File: src/rtl/cbc_pkg.sv
// Shared types and constants of the cluster box cover block.
package cbc_pkg;

  localparam int COORD_W = 16;
  localparam int SIZE_W  = 16;

  localparam logic [SIZE_W-1:0] BOX_SIZE_RESET = 16'd256;

  typedef logic signed [COORD_W-1:0] coord_t;
  typedef logic [SIZE_W-1:0]         box_size_t;

  typedef struct packed {
    coord_t y;
    coord_t x;
  } centre_t;

  typedef struct packed {
    logic wr_en;
    logic rd_en;
  } mem_ctl_t;

endpackage

File: src/rtl/cbc_point_if.sv
// Point request channel: valid, ready and the point payload.
interface cbc_point_if;
  logic                 valid;
  logic                 ready;
  cbc_pkg::coord_t      point_x;
  cbc_pkg::coord_t      point_y;
  logic                 cluster_start;

  modport source (output valid, output point_x, output point_y, output cluster_start,
                  input ready);
  modport sink (input valid, input point_x, input point_y, input cluster_start,
                output ready);
endinterface

File: src/rtl/cbc_box_if.sv
// Box centre request channel: valid, ready and the centre payload.
interface cbc_box_if;
  logic            valid;
  logic            ready;
  cbc_pkg::coord_t box_x;
  cbc_pkg::coord_t box_y;
  logic            store_full;

  modport source (output valid, output box_x, output box_y, output store_full,
                  input ready);
  modport sink (input valid, input box_x, input box_y, input store_full,
                output ready);
endinterface

File: src/rtl/cbc_centre_mem.sv
// Centre store: one write port and one registered read port.
module cbc_centre_mem #(
  parameter int DEPTH = 64,
  parameter int AW    = 6
) (
  input  logic               clk,
  input  cbc_pkg::mem_ctl_t  ctl,
  input  logic [AW-1:0]      wr_addr,
  input  cbc_pkg::centre_t   wr_data,
  input  logic [AW-1:0]      rd_addr,
  output cbc_pkg::centre_t   rd_data
);

  cbc_pkg::centre_t mem [DEPTH];

  always_ff @(posedge clk) begin
    if (ctl.wr_en) begin
      mem[wr_addr] <= wr_data;
    end
    if (ctl.rd_en) begin
      rd_data <= mem[rd_addr];
    end
  end

endmodule

File: src/rtl/cbc_box_test.sv
// Shared box test unit: strict square test of a point against one centre.
module cbc_box_test (
  input  cbc_pkg::coord_t    point_x,
  input  cbc_pkg::coord_t    point_y,
  input  cbc_pkg::centre_t   centre,
  input  cbc_pkg::box_size_t box_size,
  output logic               covered
);

  logic signed [cbc_pkg::COORD_W:0] dx;
  logic signed [cbc_pkg::COORD_W:0] dy;
  logic [cbc_pkg::COORD_W:0]        adx;
  logic [cbc_pkg::COORD_W:0]        ady;
  logic [cbc_pkg::COORD_W+1:0]      lim;

  always_comb begin
    dx  = {point_x[cbc_pkg::COORD_W-1], point_x} - {centre.x[cbc_pkg::COORD_W-1], centre.x};
    dy  = {point_y[cbc_pkg::COORD_W-1], point_y} - {centre.y[cbc_pkg::COORD_W-1], centre.y};
    adx = dx[cbc_pkg::COORD_W] ? (~dx + 1'b1) : dx;
    ady = dy[cbc_pkg::COORD_W] ? (~dy + 1'b1) : dy;
    lim = {2'b00, box_size};
    covered = ({adx, 1'b0} < lim) && ({ady, 1'b0} < lim);
  end

endmodule

File: src/rtl/cluster_box_cover.sv
// Top level of the cluster box cover block: sequencer, box size register and outputs.
//
//   channel  direction  handshake          payload
//   in_pt    in         valid / ready      point_x, point_y, cluster_start
//   out_box  out        valid / ready      box_x, box_y, store_full
//   cfg      in         cfg_wr_en          cfg_wr_data (box_size)
//
// A point passes an accept step (S_IDLE), a scan (S_SCAN) of the N stored centres of
// its cluster (one read of the centre store per cycle through the shared box test),
// and a store-and-emit step (S_DECIDE).
// A cluster start or an empty store skips the scan. The scan stops at the first hit.
// Reset empties the store through the centre count; no clearing pass.
// A waiting result holds the emit step but not the next accept.
module cluster_box_cover #(
  parameter int MAX_BOXES = 64
) (
  input  logic                clk,
  input  logic                rst_n,
  input  logic                cfg_wr_en,
  input  cbc_pkg::box_size_t  cfg_wr_data,
  cbc_point_if.sink           in_pt,
  cbc_box_if.source           out_box
);

  localparam int AW = (MAX_BOXES > 1) ? $clog2(MAX_BOXES) : 1;
  localparam int CW = $clog2(MAX_BOXES + 1);
  localparam logic [CW-1:0] MAX_CNT = CW'(MAX_BOXES);

  typedef enum logic [1:0] {
    S_IDLE,
    S_SCAN,
    S_DECIDE
  } state_t;

  state_t             state_r;
  cbc_pkg::box_size_t box_size_r;
  cbc_pkg::centre_t   point_r;
  logic [CW-1:0]      count_r;
  logic [CW-1:0]      idx_r;
  logic               pending_r;
  logic               out_valid_r;
  cbc_pkg::coord_t    out_x_r;
  cbc_pkg::coord_t    out_y_r;
  logic               out_full_r;

  cbc_pkg::mem_ctl_t  mem_ctl;
  cbc_pkg::centre_t   rd_data;
  logic               covered;
  logic               hit;
  logic               emit;

  assign hit  = pending_r && covered;
  assign emit = (state_r == S_DECIDE) && (!out_valid_r || out_box.ready);

  always_comb begin
    mem_ctl.rd_en = (state_r == S_SCAN) && !hit && (idx_r != count_r);
    mem_ctl.wr_en = emit && (count_r < MAX_CNT);
  end

  cbc_centre_mem #(
    .DEPTH (MAX_BOXES),
    .AW    (AW)
  ) u_mem (
    .clk     (clk),
    .ctl     (mem_ctl),
    .wr_addr (count_r[AW-1:0]),
    .wr_data (point_r),
    .rd_addr (idx_r[AW-1:0]),
    .rd_data (rd_data)
  );

  cbc_box_test u_test (
    .point_x  (point_r.x),
    .point_y  (point_r.y),
    .centre   (rd_data),
    .box_size (box_size_r),
    .covered  (covered)
  );

  assign in_pt.ready        = (state_r == S_IDLE);
  assign out_box.valid      = out_valid_r;
  assign out_box.box_x      = out_x_r;
  assign out_box.box_y      = out_y_r;
  assign out_box.store_full = out_full_r;

  always_ff @(posedge clk) begin
    if (!rst_n) begin
      box_size_r <= cbc_pkg::BOX_SIZE_RESET;
    end else if (cfg_wr_en) begin
      box_size_r <= cfg_wr_data;
    end
  end

  always_ff @(posedge clk) begin
    if (!rst_n) begin
      state_r     <= S_IDLE;
      count_r     <= '0;
      idx_r       <= '0;
      pending_r   <= 1'b0;
      out_valid_r <= 1'b0;
    end else begin
      if (out_valid_r && out_box.ready && !emit) begin
        out_valid_r <= 1'b0;
      end
      unique case (state_r)
        S_IDLE: begin
          if (in_pt.valid) begin
            point_r.x <= in_pt.point_x;
            point_r.y <= in_pt.point_y;
            idx_r     <= '0;
            pending_r <= 1'b0;
            if (in_pt.cluster_start) begin
              count_r <= '0;
              state_r <= S_DECIDE;
            end else if (count_r == '0) begin
              state_r <= S_DECIDE;
            end else begin
              state_r <= S_SCAN;
            end
          end
        end
        S_SCAN: begin
          if (hit) begin
            pending_r <= 1'b0;
            state_r   <= S_IDLE;
          end else if (idx_r == count_r) begin
            pending_r <= 1'b0;
            state_r   <= S_DECIDE;
          end else begin
            idx_r     <= idx_r + 1'b1;
            pending_r <= 1'b1;
          end
        end
        S_DECIDE: begin
          if (emit) begin
            out_valid_r <= 1'b1;
            out_x_r     <= point_r.x;
            out_y_r     <= point_r.y;
            if (count_r < MAX_CNT) begin
              count_r    <= count_r + 1'b1;
              out_full_r <= 1'b0;
            end else begin
              out_full_r <= 1'b1;
            end
            state_r <= S_IDLE;
          end
        end
        default: begin
          state_r <= S_IDLE;
        end
      endcase
    end
  end

endmodule

File: src/flat_wrapper.sv
// flat-port wrapper written by rule: the top's interface ports become plain ports
module cluster_box_cover_flat 
#(
  parameter int MAX_BOXES = 64
)
  (clk, rst_n, cfg_wr_en, cfg_wr_data, in_pt_valid, in_pt_point_x, in_pt_point_y, in_pt_cluster_start, in_pt_ready, out_box_valid, out_box_box_x, out_box_box_y, out_box_store_full, out_box_ready);
  cbc_point_if in_pt_i ();
  cbc_box_if out_box_i ();
  input  logic clk;
  input  logic rst_n;
  input  logic cfg_wr_en;
  input  cbc_pkg::box_size_t cfg_wr_data;
  input wire logic [$bits(in_pt_i.valid)-1:0] in_pt_valid;
  input wire logic [$bits(in_pt_i.point_x)-1:0] in_pt_point_x;
  input wire logic [$bits(in_pt_i.point_y)-1:0] in_pt_point_y;
  input wire logic [$bits(in_pt_i.cluster_start)-1:0] in_pt_cluster_start;
  output wire logic [$bits(in_pt_i.ready)-1:0] in_pt_ready;
  output wire logic [$bits(out_box_i.valid)-1:0] out_box_valid;
  output wire logic [$bits(out_box_i.box_x)-1:0] out_box_box_x;
  output wire logic [$bits(out_box_i.box_y)-1:0] out_box_box_y;
  output wire logic [$bits(out_box_i.store_full)-1:0] out_box_store_full;
  input wire logic [$bits(out_box_i.ready)-1:0] out_box_ready;
  assign in_pt_i.valid = in_pt_valid;
  assign in_pt_i.point_x = in_pt_point_x;
  assign in_pt_i.point_y = in_pt_point_y;
  assign in_pt_i.cluster_start = in_pt_cluster_start;
  assign in_pt_ready = in_pt_i.ready;
  assign out_box_valid = out_box_i.valid;
  assign out_box_box_x = out_box_i.box_x;
  assign out_box_box_y = out_box_i.box_y;
  assign out_box_store_full = out_box_i.store_full;
  assign out_box_i.ready = out_box_ready;
  cluster_box_cover #(.MAX_BOXES(MAX_BOXES)) u_core (.clk(clk), .rst_n(rst_n), .cfg_wr_en(cfg_wr_en), .cfg_wr_data(cfg_wr_data), .in_pt(in_pt_i), .out_box(out_box_i));
endmodule
File: config.mk
export PLATFORM = sky130hd
export DESIGN_NAME = cluster_box_cover_flat
export DESIGN_NICKNAME = d
export VERILOG_FILES = /design/src/rtl/cbc_pkg.sv /design/src/rtl/cbc_point_if.sv /design/src/rtl/cbc_box_if.sv /design/src/rtl/cbc_centre_mem.sv /design/src/rtl/cbc_box_test.sv /design/src/rtl/cluster_box_cover.sv /design/src/flat_wrapper.sv
export SDC_FILE = /design/constraint.sdc
export NUM_CORES = 2
export LEC_CHECK = 0
export ABC_AREA = 0
export BUFFER_PORTS_ARGS = -buffer_cell sky130_fd_sc_hd__buf_2
export CAP_MARGIN = 15
export CELL_PAD_IN_SITES_DETAIL_PLACEMENT = 1
export CELL_PAD_IN_SITES_GLOBAL_PLACEMENT = 1
export CORE_MARGIN = 2
export CORE_UTILIZATION = 55
export DETAILED_ROUTE_END_ITERATION = 12
export HOLD_SLACK_MARGIN = 0.06
export PLACE_DENSITY_LB_ADDON = 0.15
export SYNTH_ARGS = -nofsm -noshare
export SYNTH_HDL_FRONTEND = slang
export SYNTH_HIERARCHICAL = 1
export SYNTH_SLANG_ARGS = --single-unit
export TNS_END_PERCENT = 5
File: constraint.sdc
create_clock -name clk -period 11.63 [get_ports clk]
set_input_delay 2.9075 -clock clk [delete_from_list [all_inputs] [get_ports clk]]
set_output_delay 2.9075 -clock clk [all_outputs]
set_load 0.005 [all_outputs]
==> metrics.txt <==
outcome=finished, final reports clean; Ys Warns=6; Avg Cell Area, Syn=21.4 µm²; Ports=89; drt drc=0; Fin Hold WS=0.495 ns; pins over their slew limit=0; Hold-fix buffers, CTS=0; vias in the first global route=44799; dpl hpwl=139000 µm; synth cell count leaders=2145 x edfxtp_1, 544 x mux4_2, 192 x nor2_1; die width=398 µm; post-CTS setup buffer count=0; Seq/Total Area, Yosys=76.2%; area of the multi-input gates=19600 µm²; Worst Path Required=12.16 ns; Placer Congestion=0.852; I/O Buffers=88; first drt pass iteration count=5; GRT met1 Usage=44.2%; worst skew pair latency=0.86 ns; DR WL/cell=37.5 µm; crit path max fanout=66; Arr. time, crit path=7.24 ns; post-synth cell types=84; Initial Util=55.4%; total CTS buffers=212; Post-synth ARST share=0%; Worst-path clk slew=0.06 ns; maximum vdd drop=173 µV; total number of vias=43662; Remaining Overflow, GRT=0; number of hold violations in the final report=0; share of cells above drive strength 1=26.1%; # setup viols final=0; Clock Skew=0.0405 ns; fillers=12554; row count=144; Post-synth EDFFs=2145; synth top area cells=edfxtp_1 75%, mux4_2 14%, mux2i_1 1.3%, ha_1 0.98%, nor2_1 0.84%; core area=154000 µm²; root buf cell=clkbuf_16; Post-Syn Instances=3998; synthesized area=85400 µm²; crit path launch=u_core/point_r[19]; largest net degree at the start of global routing=94; post-cts resize count=0; initial drt markers=5452; number of synthesized register bits=2179; first-pass GRT wire length=342000 µm; die height=398 µm; Top Usage Layer GRT=met2; pwr dens=170 nW/µm²; H-tree depth=4; max_cap viols=0; HP Start=u_core/pending_r; setup TNS=0 ns; Setup crit end kind=flop; Core Util, Final=62.3%; grt met3 use=6.08%; largest area contributor in the synthesized netlist=edfxtp_1; Fmax=149 MHz; Routed Antenna Nets=0; final WL=243000 µm; Mapped Nets=4121; most used flip-flop cell after synthesis=edfxtp_1; all-layer global routing usage=31.2%; clk buf depth=3; R2R Path Start=u_core/point_r[19]; Worst Tran Pin Value=1.10 ns; register area=65100 µm²; Final min period=6.71 ns; count leader, synth=edfxtp_1; Tcrit/Tclk final=57.7%; Synth top area share=75.4%; Slew Limit Headroom=25.1%; initial antenna violation count=26; fin nets=4378; Leak=29.5 nW; die footprint=159000 µm²; HP Class=reg2reg; vias per inst=6.73; Crit Path Category=reg2reg; TritonCTS clock tree=yes; Area Overhead vs Synth=12.5%; Setup crit start kind=flop; met2 usage=49.1%; RSZ-0062 raised after global routing=no; clk sinks=2179
[cells in the final DEF (no fill, tap or decap), types with 29 or more instances in the layout]
| cell type | count |
|---|---|
| buf_4 | 143 |
| buf_2 | 88 |
| clkbuf_1 | 66 |
| inv_1 | 69 |
| clkbuf_16 | 215 |
| mux2i_1 | 111 |
| nor2_4 | 62 |
| dfxtp_1 | 29 |
| mux4_2 | 544 |
| xnor2_1 | 35 |
| edfxtp_1 | 2145 |
| o22ai_1 | 91 |
| ha_1 | 67 |
| clkinv_2 | 30 |
| nor2_1 | 130 |
| nand2_1 | 72 |
| a21oi_1 | 95 |
| clkinv_1 | 44 |
[metal layers]
metal / vias up / wire length (µm)
met2: 2506 / 116000
li1: 17265 / -
met4: 10 / 9060
met5: - / 80
met1: 23513 / 94400
met3: 368 / 23200
[power breakdown]
part           switching [W]  internal (W)
logic               0.000516      0.000207
clock network        0.00293       0.00390
registers          0.0000361       0.00875
[path summary, 6_finish.rpt]
path	endpoint	slack (ns)	cells after the start
max	u_core/u_mem/rd_data[7]	4.92	21
max reg2reg	u_core/u_mem/rd_data[7]	4.92	21
min	u_core/pending_r	0.49	2
min reg2reg	u_core/pending_r	0.49	2
[flip-flops by register name, indices dropped and copies added (netlist names)]
name,flops
u_core/box_size_r,16
u_core/count_r,7
u_core/idx_r,7
u_core/out_box.box_x,16
u_core/out_box.box_y,16
u_core/out_box.store_full,1
u_core/out_box.valid,1
u_core/pending_r,1
u_core/point_r,32
u_core/state_r,2
u_core/u_mem/mem,2048
u_core/u_mem/rd_data,32
[area by class of cell]
class	count	area share, %
sequential	2179	67.8
multi-input combinational	1553	20.4
clock buffer	282	5.87
tap	2044	2.66
timing repair buffer	240	1.77
clock inverter	111	1.26
inverter	69	0.270
antenna	5	0.0130
[critical path, stage by stage (launching register included)]
cell	delay [ns]
edfxtp_1	0.32
buf_4	0.59
ha_1	0.42
a21o_1	0.25
o211a_1	0.22
a2111oi_0	0.95
or4b_2	0.72
o41ai_1	0.45
xnor2_1	0.13
ha_1	0.31
a21o_1	0.17
a21o_1	0.18
a21oi_1	0.15
nor2b_1	0.07
o21ai_0	0.14
nand4_1	0.11
a211oi_2	0.26
nand2_1	0.13
nand2_1	0.10
a21o_1	0.28
inv_1	0.07
buf_4	0.28
[metrics by stage]
stage	total power, W	instance area [µm²]	instances	setup WS [ns]
after CTS	0.0164	96100	6478	5.04
after global routing	0.0167	96100	6479	4.68
after floorplan	0.00933	85400	3998	5.25
after global placement	0.00964	89200	6084	5.22
final	0.0163	96100	6483	4.92
after detailed placement	0.00967	89200	6085	5.10
[kinds of logic after synthesis]
group,count (synthesis),synth area share (%)
and+or+nand+nor,417,2.35
DFF,2179,76.2
AOI/OAI and AO/OA,357,2.78
xor gates and xnor gates,54,0.554
adders and majority gates,69,1.03
buffers and inverters,266,1.44
muxes,656,15.7
No activity file was read; power rests on OpenSTA's default activity.
